### config.mk
export PLATFORM = sky130hd
export DESIGN_NAME = srtf_schedule_simulator
export DESIGN_NICKNAME = d
export VERILOG_FILES = /design/src/rtl/srtf_pkg.sv /design/src/rtl/srtf_ctrl.sv /design/src/rtl/srtf_datapath.sv /design/src/rtl/srtf_schedule_simulator.sv
export VERILOG_INCLUDE_DIRS = /design/src /design/src/rtl
export SDC_FILE = /design/constraint.sdc
export NUM_CORES = 2
export LEC_CHECK = 0
export ABC_CLOCK_PERIOD_IN_PS = 8100
export BUFFER_PORTS_ARGS = -buffer_cell sky130_fd_sc_hd__buf_2
export CELL_PAD_IN_SITES_DETAIL_PLACEMENT = 0
export CELL_PAD_IN_SITES_GLOBAL_PLACEMENT = 1
export CORE_MARGIN = 2
export CORE_UTILIZATION = 44
export DETAILED_ROUTE_END_ITERATION = 16
export GPL_TIMING_DRIVEN = 0
export PLACE_DENSITY_LB_ADDON = 0.1
export SETUP_SLACK_MARGIN = 0.3
export SLEW_MARGIN = 30
export SYNTH_ARGS = -nofsm -noshare
export SYNTH_HDL_FRONTEND = slang
export SYNTH_SLANG_ARGS = --single-unit
### constraint.sdc
create_clock -name clk -period 8.1 [get_ports clk]
set_input_delay 1.62 -clock clk [delete_from_list [all_inputs] [get_ports clk]]
set_output_delay 1.62 -clock clk [all_outputs]
set_load 0.05 [all_outputs]
### src/rtl/assert_macros.svh
// assertion macros for the rtl top level
`ifndef ASSERT_MACROS_SVH
`define ASSERT_MACROS_SVH

// antecedent implies consequent in the same cycle
`define SRTF_ASSERT_IMPL(lbl, clk, rst_n, ante, cons, msg) \
	lbl: assert property (@(posedge clk) disable iff (!rst_n) (ante) |-> (cons)) \
		else $error(msg);

// condition never holds
`define SRTF_ASSERT_NEVER(lbl, clk, rst_n, cond, msg) \
	lbl: assert property (@(posedge clk) disable iff (!rst_n) !(cond)) \
		else $error(msg);

`endif

### src/rtl/srtf_pkg.sv
// shared widths and controller/datapath interface types
`default_nettype none

package srtf_pkg;

	localparam int ARR_W  = 16;
	localparam int BUR_W  = 16;
	localparam int NUM_W  = 7;
	localparam int CNT_W  = 7;
	localparam int TIME_W = 23;
	localparam int TOT_W  = 29;

	// commands from controller to datapath
	typedef struct packed {
		logic load;     // input item accepted
		logic restart;  // clear scan state and index
		logic scan;     // examine one stored entry
		logic apply;    // advance time by the chosen run, or to the next arrival when none is ready
		logic emit;     // load the output register
		logic clear;    // return counters to zero after a run
	} srtf_cmd_t;

	// status from datapath to controller
	typedef struct packed {
		logic all_done;
		logic idx_last;
		logic empty;
		logic out_free;
	} srtf_status_t;

endpackage

`default_nettype wire

### src/rtl/srtf_ctrl.sv
// controller state machine: load, scan, apply and emit phases
`default_nettype none

module srtf_ctrl
	import srtf_pkg::*;
(
	input  logic         clk,
	input  logic         arst_n,
	input  logic         in_valid,
	input  logic         last_process,
	output logic         in_ready,
	input  srtf_status_t st,
	output srtf_cmd_t    cmd
);

	localparam logic [2:0] ST_LOAD  = 3'd0;
	localparam logic [2:0] ST_CHECK = 3'd1;
	localparam logic [2:0] ST_SCAN  = 3'd2;
	localparam logic [2:0] ST_APPLY = 3'd3;
	localparam logic [2:0] ST_EMIT  = 3'd4;

	logic [2:0] state_q;
	logic [2:0] state_d;

	always_comb begin
		state_d  = state_q;
		cmd      = '0;
		in_ready = 1'b0;
		unique case (state_q)
			ST_LOAD: begin
				in_ready = 1'b1;
				cmd.load = in_valid;
				if (in_valid && last_process) begin
					state_d = ST_CHECK;
				end
			end
			ST_CHECK: begin
				cmd.restart = 1'b1;
				state_d     = st.all_done ? ST_EMIT : ST_SCAN;
			end
			ST_SCAN: begin
				cmd.scan = 1'b1;
				if (st.idx_last) begin
					state_d = ST_APPLY;
				end
			end
			ST_APPLY: begin
				cmd.apply = 1'b1;
				state_d   = ST_CHECK;
			end
			ST_EMIT: begin
				if (st.out_free) begin
					cmd.emit = 1'b1;
					if (st.empty || st.idx_last) begin
						cmd.clear = 1'b1;
						state_d   = ST_LOAD;
					end
				end
			end
			default: begin
				state_d = ST_LOAD;
			end
		endcase
	end

	always_ff @(posedge clk or negedge arst_n) begin
		if (!arst_n) begin
			state_q <= ST_LOAD;
		end else begin
			state_q <= state_d;
		end
	end

endmodule

`default_nettype wire

### src/rtl/srtf_datapath.sv
// process table, scan unit, time advance and output register
`default_nettype none

module srtf_datapath
	import srtf_pkg::*;
#(
	parameter int MAX_PROCS = 16
) (
	input  logic                clk,
	input  logic                arst_n,
	input  srtf_cmd_t           cmd,
	output srtf_status_t        st,
	input  logic [ARR_W-1:0]    arrival_time,
	input  logic [BUR_W-1:0]    burst_time,
	output logic                out_valid,
	input  logic                out_ready,
	output logic [NUM_W-1:0]    process_number,
	output logic [ARR_W-1:0]    arrival_echo,
	output logic [BUR_W-1:0]    burst_echo,
	output logic [TIME_W-1:0]   finish_time,
	output logic [TOT_W-1:0]    total_waiting,
	output logic [TOT_W-1:0]    total_turnaround,
	output logic                final_result,
	output logic                overflow_seen
);

	localparam int IDX_W = (MAX_PROCS > 1) ? $clog2(MAX_PROCS) : 1;

	// table, kept sorted by arrival
	logic [ARR_W-1:0]  arr_q [MAX_PROCS];
	logic [BUR_W-1:0]  bur_q [MAX_PROCS];
	logic [BUR_W-1:0]  rem_q [MAX_PROCS];
	logic [NUM_W-1:0]  num_q [MAX_PROCS];
	logic [TIME_W-1:0] fin_q [MAX_PROCS];

	logic [CNT_W-1:0]  loaded_q;
	logic [CNT_W-1:0]  done_q;
	logic [TIME_W-1:0] time_q;
	logic              ovf_q;
	logic [IDX_W-1:0]  idx_q;

	// scan results
	logic              found_q;
	logic [IDX_W-1:0]  best_q;
	logic [BUR_W-1:0]  best_rem_q;
	logic              has_next_q;
	logic [ARR_W-1:0]  next_arr_q;

	logic [TOT_W-1:0]  tt_q;
	logic [TOT_W-1:0]  tw_q;

	logic              out_valid_q;

	logic              ins;
	logic              full;
	logic [MAX_PROCS-1:0] le;

	logic [ARR_W-1:0]  rd_arr;
	logic [BUR_W-1:0]  rd_bur;
	logic [BUR_W-1:0]  rd_rem;
	logic [NUM_W-1:0]  rd_num;
	logic [TIME_W-1:0] rd_fin;

	logic              arrived;
	logic [TIME_W-1:0] gap;
	logic [BUR_W-1:0]  run;
	logic [BUR_W-1:0]  new_rem;
	logic [TIME_W-1:0] time_new;
	logic              apply_wr;

	logic [TIME_W-1:0] turn;
	logic [TOT_W-1:0]  tt_new;
	logic [TOT_W-1:0]  tw_new;

	assign full = (loaded_q >= CNT_W'(MAX_PROCS));
	assign ins  = cmd.load && (burst_time != '0) && !full;

	// entries at or below the new arrival form a prefix of the valid part
	always_comb begin
		for (int i = 0; i < MAX_PROCS; i++) begin
			le[i] = (CNT_W'(i) < loaded_q) && (arr_q[i] <= arrival_time);
		end
	end

	assign rd_arr = arr_q[idx_q];
	assign rd_bur = bur_q[idx_q];
	assign rd_rem = rem_q[idx_q];
	assign rd_num = num_q[idx_q];
	assign rd_fin = fin_q[idx_q];

	// time advance
	assign arrived  = ({{(TIME_W-ARR_W){1'b0}}, rd_arr} <= time_q);
	assign gap      = {{(TIME_W-ARR_W){1'b0}}, next_arr_q} - time_q;
	assign run      = (has_next_q && (gap < {{(TIME_W-BUR_W){1'b0}}, best_rem_q}))
			? gap[BUR_W-1:0] : best_rem_q;
	assign new_rem  = best_rem_q - run;
	assign time_new = time_q + {{(TIME_W-BUR_W){1'b0}}, run};
	assign apply_wr = cmd.apply && found_q;

	// totals over the emitted entries
	assign turn   = rd_fin - {{(TIME_W-ARR_W){1'b0}}, rd_arr};
	assign tt_new = tt_q + {{(TOT_W-TIME_W){1'b0}}, turn};
	assign tw_new = tw_q + {{(TOT_W-TIME_W){1'b0}},
			turn - {{(TIME_W-BUR_W){1'b0}}, rd_bur}};

	for (genvar g = 0; g < MAX_PROCS; g++) begin : g_ent
		logic             prev_le;
		logic [ARR_W-1:0] sh_arr;
		logic [BUR_W-1:0] sh_bur;
		logic [NUM_W-1:0] sh_num;

		if (g == 0) begin : g_first
			assign prev_le = 1'b1;
			assign sh_arr  = arrival_time;
			assign sh_bur  = burst_time;
			assign sh_num  = loaded_q + 1'b1;
		end else begin : g_rest
			assign prev_le = le[g-1];
			assign sh_arr  = arr_q[g-1];
			assign sh_bur  = bur_q[g-1];
			assign sh_num  = num_q[g-1];
		end

		always_ff @(posedge clk) begin
			if (ins) begin
				if (!le[g]) begin
					if (prev_le) begin
						arr_q[g] <= arrival_time;
						bur_q[g] <= burst_time;
						rem_q[g] <= burst_time;
						num_q[g] <= loaded_q + 1'b1;
					end else begin
						arr_q[g] <= sh_arr;
						bur_q[g] <= sh_bur;
						rem_q[g] <= sh_bur;
						num_q[g] <= sh_num;
					end
				end
			end else if (apply_wr && (best_q == IDX_W'(g))) begin
				rem_q[g] <= new_rem;
				if (new_rem == '0) begin
					fin_q[g] <= time_new;
				end
			end
		end
	end

	// counters and run state
	always_ff @(posedge clk or negedge arst_n) begin
		if (!arst_n) begin
			loaded_q <= '0;
			done_q   <= '0;
			time_q   <= '0;
			ovf_q    <= 1'b0;
			idx_q    <= '0;
			tt_q     <= '0;
			tw_q     <= '0;
		end else begin
			if (cmd.load && (burst_time != '0) && full) begin
				ovf_q <= 1'b1;
			end
			if (ins) begin
				loaded_q <= loaded_q + 1'b1;
			end
			if (cmd.restart) begin
				idx_q <= '0;
			end else if (cmd.scan || cmd.emit) begin
				idx_q <= idx_q + 1'b1;
			end
			if (cmd.apply) begin
				if (!found_q) begin
					time_q <= {{(TIME_W-ARR_W){1'b0}}, next_arr_q};
				end else begin
					time_q <= time_new;
					if (new_rem == '0) begin
						done_q <= done_q + 1'b1;
					end
				end
			end
			if (cmd.emit && !cmd.clear) begin
				tt_q <= tt_new;
				tw_q <= tw_new;
			end
			if (cmd.clear) begin
				loaded_q <= '0;
				done_q   <= '0;
				time_q   <= '0;
				ovf_q    <= 1'b0;
				tt_q     <= '0;
				tw_q     <= '0;
			end
		end
	end

	// scan over the table, one entry a cycle
	always_ff @(posedge clk or negedge arst_n) begin
		if (!arst_n) begin
			found_q    <= 1'b0;
			has_next_q <= 1'b0;
		end else if (cmd.restart) begin
			found_q    <= 1'b0;
			has_next_q <= 1'b0;
		end else if (cmd.scan) begin
			if (arrived) begin
				if ((rd_rem != '0) && (!found_q || (rd_rem < best_rem_q))) begin
					found_q <= 1'b1;
				end
			end else begin
				has_next_q <= 1'b1;
			end
		end
	end

	always_ff @(posedge clk) begin
		if (cmd.scan) begin
			if (arrived) begin
				if ((rd_rem != '0) && (!found_q || (rd_rem < best_rem_q))) begin
					best_q     <= idx_q;
					best_rem_q <= rd_rem;
				end
			end else if (!has_next_q || (rd_arr < next_arr_q)) begin
				next_arr_q <= rd_arr;
			end
		end
	end

	// output register
	always_ff @(posedge clk or negedge arst_n) begin
		if (!arst_n) begin
			out_valid_q <= 1'b0;
		end else if (cmd.emit) begin
			out_valid_q <= 1'b1;
		end else if (out_ready) begin
			out_valid_q <= 1'b0;
		end
	end

	always_ff @(posedge clk) begin
		if (cmd.emit) begin
			if (st.empty) begin
				process_number   <= '0;
				arrival_echo     <= '0;
				burst_echo       <= '0;
				finish_time      <= '0;
				total_waiting    <= '0;
				total_turnaround <= '0;
				final_result     <= 1'b1;
				overflow_seen    <= ovf_q;
			end else begin
				process_number   <= rd_num;
				arrival_echo     <= rd_arr;
				burst_echo       <= rd_bur;
				finish_time      <= rd_fin;
				total_waiting    <= st.idx_last ? tw_new : '0;
				total_turnaround <= st.idx_last ? tt_new : '0;
				final_result     <= st.idx_last;
				overflow_seen    <= st.idx_last && ovf_q;
			end
		end
	end

	assign out_valid   = out_valid_q;
	assign st.all_done = (done_q == loaded_q);
	assign st.idx_last = ((CNT_W'(idx_q) + 1'b1) == loaded_q);
	assign st.empty    = (loaded_q == '0);
	assign st.out_free = !out_valid_q || out_ready;

endmodule

`default_nettype wire

### src/rtl/srtf_schedule_simulator.sv
// shortest-remaining-time-first scheduler: top level
//
// input channel (in_valid/in_ready): one process per item, arrival_time and
// burst_time; last_process marks the final item and starts the run. items
// with zero burst are not stored; items beyond MAX_PROCS are dropped and
// reported through overflow_seen on the last result.
// in_ready is high whenever the block is loading, even while an earlier
// result still sits in the output register, so items are taken back to back.
// the run works event by event: each event is a check state, a scan over
// every stored entry and an apply state, and a run of n processes takes at
// most about 2n events.
// output channel (out_valid/out_ready): one result per stored process in
// arrival order, one per cycle while the receiver takes them; the last one
// carries final_result and the totals. an empty set gives a single result.
// a stalled receiver holds the result in the output register and halts the
// emit phase; nothing is lost. reset (arst_n low) empties the table and
// drops any pending result; the block comes up ready to load.
`default_nettype none
`include "assert_macros.svh"

module srtf_schedule_simulator
	import srtf_pkg::*;
#(
	parameter int MAX_PROCS = 16
) (
	input  logic              clk,
	input  logic              arst_n,
	input  logic              in_valid,
	output logic              in_ready,
	input  logic [ARR_W-1:0]  arrival_time,
	input  logic [BUR_W-1:0]  burst_time,
	input  logic              last_process,
	output logic              out_valid,
	input  logic              out_ready,
	output logic [NUM_W-1:0]  process_number,
	output logic [ARR_W-1:0]  arrival_echo,
	output logic [BUR_W-1:0]  burst_echo,
	output logic [TIME_W-1:0] finish_time,
	output logic [TOT_W-1:0]  total_waiting,
	output logic [TOT_W-1:0]  total_turnaround,
	output logic              final_result,
	output logic              overflow_seen
);

	srtf_cmd_t    cmd;
	srtf_status_t st;

	// sequencing of load, scan/apply loop and emit
	srtf_ctrl u_ctrl (
		.clk          (clk),
		.arst_n       (arst_n),
		.in_valid     (in_valid),
		.last_process (last_process),
		.in_ready     (in_ready),
		.st           (st),
		.cmd          (cmd)
	);

	// table, scheduling arithmetic and output register
	srtf_datapath #(
		.MAX_PROCS (MAX_PROCS)
	) u_dp (
		.clk              (clk),
		.arst_n           (arst_n),
		.cmd              (cmd),
		.st               (st),
		.arrival_time     (arrival_time),
		.burst_time       (burst_time),
		.out_valid        (out_valid),
		.out_ready        (out_ready),
		.process_number   (process_number),
		.arrival_echo     (arrival_echo),
		.burst_echo       (burst_echo),
		.finish_time      (finish_time),
		.total_waiting    (total_waiting),
		.total_turnaround (total_turnaround),
		.final_result     (final_result),
		.overflow_seen    (overflow_seen)
	);

	// a process cannot finish before its arrival plus its burst
	`SRTF_ASSERT_IMPL(a_finish_bound, clk, arst_n, out_valid && (process_number != '0), finish_time >= ({{(TIME_W-ARR_W){1'b0}}, arrival_echo} + {{(TIME_W-BUR_W){1'b0}}, burst_echo}), "finish time before arrival plus burst")
	// totals and overflow appear only on the final result
	`SRTF_ASSERT_IMPL(a_totals_final, clk, arst_n, out_valid && !final_result, (total_waiting == '0) && (total_turnaround == '0) && !overflow_seen, "totals on a non-final result")
	// waiting is turnaround less burst, never larger
	`SRTF_ASSERT_IMPL(a_wait_le_turn, clk, arst_n, out_valid && final_result, total_waiting <= total_turnaround, "waiting total exceeds turnaround total")
	// emitting and loading never overlap
	`SRTF_ASSERT_NEVER(a_emit_load, clk, arst_n, cmd.emit && cmd.load, "emit during load")

endmodule

`default_nettype wire

==> flow_summary.ini <==
[timing]
rsz0062_at_grt = true
fin_setup_tns_ns = 0
max_slew_margin_pct = 21.2
final_max_slew_viol_count = 0
max_freq_ghz = 0.124
hold_viol_final = 0
fin_skew_ns = 0.0433
tightest_slew_ns = 1.18
setup_viol = 0
whs_ns = 0.490
period_minus_slack_ns = 8.05
fin_crit_sh_pct = 99.4
setup_ws_ns = 0.0471

[drt]
dr.pass1.iters = 8
viasPerCell = 6.31
drc = 0
drt_iter0_markers = 7675
drt_wl_total_mm = 327
via_count = 59300
ant_nets = 0
wl_per_cell_microns = 34.8

[finish]
syn_to_final_growth_pct = 22.2
num-nets-final = 7256
final_util_pct = 54.0
fill_cells = 15300
drive_gt1_share_pct = 29.1

[cts]
numCtsBuffers = 173
insertion_delay_ns = 0.86
cts_root_buf = clkbuf_16
cts.sinks = 1512
cts_tree = yes
cts-htree-levels = 4
clk_pin_slew_ns = 0.06
clk_path_buf_depth = 3

[die]
num_rows = 157
die_w_microns = 433
core_sq_um = 183000
initial_utilization_pct = 44.2
ios = 161
fp.dieH_microns = 433
dieArea_sq_um = 187000

[synthesis]
yosysTopAreaCell = edfxtp_1
synth_common_cells = edfxtp_1 (1,406), mux2_2 (579), ha_1 (430), nand2_1 (424), o21ai_0 (356)
yosysMostFrequentCell = edfxtp_1
synth_fp_nets = 6569
syn-instance-count = 6095
synth_top_area_share_pct = 52.2
ys_warn_count = 0
ys_async_sr_fraction_pct = 7.01
synth_edf_count = 1406
ys_seq_area_share_pct = 55.5
synth_cell_types = 79
netlist_area_sq_um = 80800
syn_area_per_cell_sq_um = 13.3
yosys-top-cells-area = edfxtp_1 (52%), mux2_2 (8.1%), ha_1 (6.7%)
ys_ff_latch = 1512
synthFlopType = edfxtp_1

[critical_path]
crit_path_max_fanout = 10
critical_path.top_delay_family = simple AND/OR/NAND/NOR gates
end_kind = flop
critPathMaxStageDelay_ns = 0.56
cp.arrival_ns = 8.61
r2r_slack_ns = 0.05
crit_path_top_delay_cell = or4_4
worstRegToRegCells = 44
worstReg2RegStart = u_dp.time_q[0]
crit_buf_inv = 16
cp-start-kind = flop
cp_common_cell = buf_4
reg2reg_to = u_dp.fin_q[13][3]
cp.required_ns = 8.66
timing_worst_setup_path_type = flop to flop

[worst_hold_path]
hp-start = u_dp.tt_q[5]
min_to = u_dp.tt_q[5]
holdPathStages = 2
hp-class = flop to flop

[place]
port_buffers = 160
place.gp.congestion = 0.951
dpl_worst_slack_ns = -3.59
dp_hpwl_mm = 235

[status]
status = completed

[job]
maxCapViolCount = 0

[grt]
use_met2_pct = 52.7
track_usage_pct = 34.3
met3_usage_pct = 8.16
antenna_found_initial = 11
grt_pass1_wl_mm = 445
grt_util_met1_pct = 45.9
grt_max_degree = 68
grt-ovfl-total = 0
top_usage_layer = met2
first_global_vias = 56800
==> registers in the layout, indices dropped and copies added, names as in the netlist, 16 cells and up <==
name	count
u_dp.tt_q	29
u_dp.tw_q	29
u_dp.time_q	23
u_dp.finish_time	23
u_dp.total_turnaround	29
u_dp.rem_q	256
u_dp.arrival_echo	16
u_dp.burst_echo	16
u_dp.fin_q	368
u_dp.bur_q	256
u_dp.arr_q	256
u_dp.next_arr_q	16
u_dp.best_rem_q	16
u_dp.num_q	112
u_dp.total_waiting	29
==> placed cells by master (no fill, tap or decap), types with 75 or more instances in the layout <==
cell type,Yosys,routed
a21o_1,122,120
a21oi_1,252,226
a221oi_1,156,127
buf_16,0,76
buf_2,52,179
buf_4,10,155
clkbuf_1,249,187
clkbuf_16,0,212
dfrtp_1,106,102
edfxtp_1,1406,1406
ha_1,430,410
inv_1,184,157
mux2_2,579,579
mux2i_1,307,299
mux4_2,182,182
nand2_1,424,394
nor2_1,349,318
nor2b_1,81,75
o21ai_0,356,325
==> tightest hold or removal path, delay by kind of cell (launching register included) <==
| kind | cells | cell delay (ns) |
|---|---|---|
| flip-flops | 1 | 0.35 |
| AO/OA/AOI/OAI | 1 | 0.06 |
| AND/OR/NAND/NOR | 1 | 0.05 |
==> cells by family after synthesis <==
| logic type | Yosys count | share of synthesized area [%] |
|---|---|---|
| compound gates | 1221 | 9.81 |
| fa+ha+maj | 437 | 6.83 |
| xor+xnor | 154 | 1.68 |
| flops | 1512 | 55.5 |
| simple gates | 1185 | 6.71 |
| buf+inv | 518 | 2.53 |
| mux | 1068 | 16.9 |
==> per-layer routing <==
| metal | share of wire (%) | vias up |
|---|---|---|
| li1 | - | 25100 |
| met1 | 40 | 30300 |
| met2 | 45 | 3212 |
| met3 | 9.9 | 705 |
| met4 | 5.3 | 6 |
| met5 | 0.035 | - |
==> cell type report <==
cell class / instances / area, sq um / area share (%)
buffer: 333 / 2690 / 2.72
clock inverter: 97 / 978 / 0.990
tap: 2464 / 3080 / 3.12
sequential: 1512 / 44900 / 45.4
multi-input combinational: 4065 / 35900 / 36.4
antenna: 1 / 2.50 / 0.00253
timing repair buffer: 512 / 5960 / 6.03
clock buffer: 221 / 4590 / 4.65
inverter: 185 / 716 / 0.724
==> repair_timing <==
item | 4_1_cts | 5_1_grt
gates cloned | 11 | 10
buffers inserted | 164 | 69
pin swaps | 100 | 91
hold buffers | 0 | 0
resized for setup | 492 | 170
setup endpoints to repair | 672 | 512
==> how the worst max path moves through the flow <==
stage / start / end / slack [ns] / cells after the start
after detailed placement: u_dp.idx_q[1] / u_dp.total_waiting[27] / -3.59 / 41
after global routing: u_dp.idx_q[0] / u_dp.total_waiting[27] / -0.22 / 44
after CTS: u_dp.next_arr_q[1] / u_dp.fin_q[14][9] / 0.02 / 37
final: u_dp.time_q[0] / u_dp.fin_q[13][3] / 0.05 / 44
after floorplan: u_dp.next_arr_q[0] / u_dp.fin_q[0][0] / 0.05 / 33
after global placement: u_dp.idx_q[1] / u_dp.tw_q[27] / -4.94 / 37
==> per-stage QoR <==
stage	instances	area [sq um]
global placement	8719	84900
global route	9390	98800
floorplan	6095	81000
finish	9390	98800
CTS	9309	97300
detailed placement	8816	87700
Power is not shown: default switching activity piles up to over one toggle a cycle in this logic, so the estimate is an artifact.
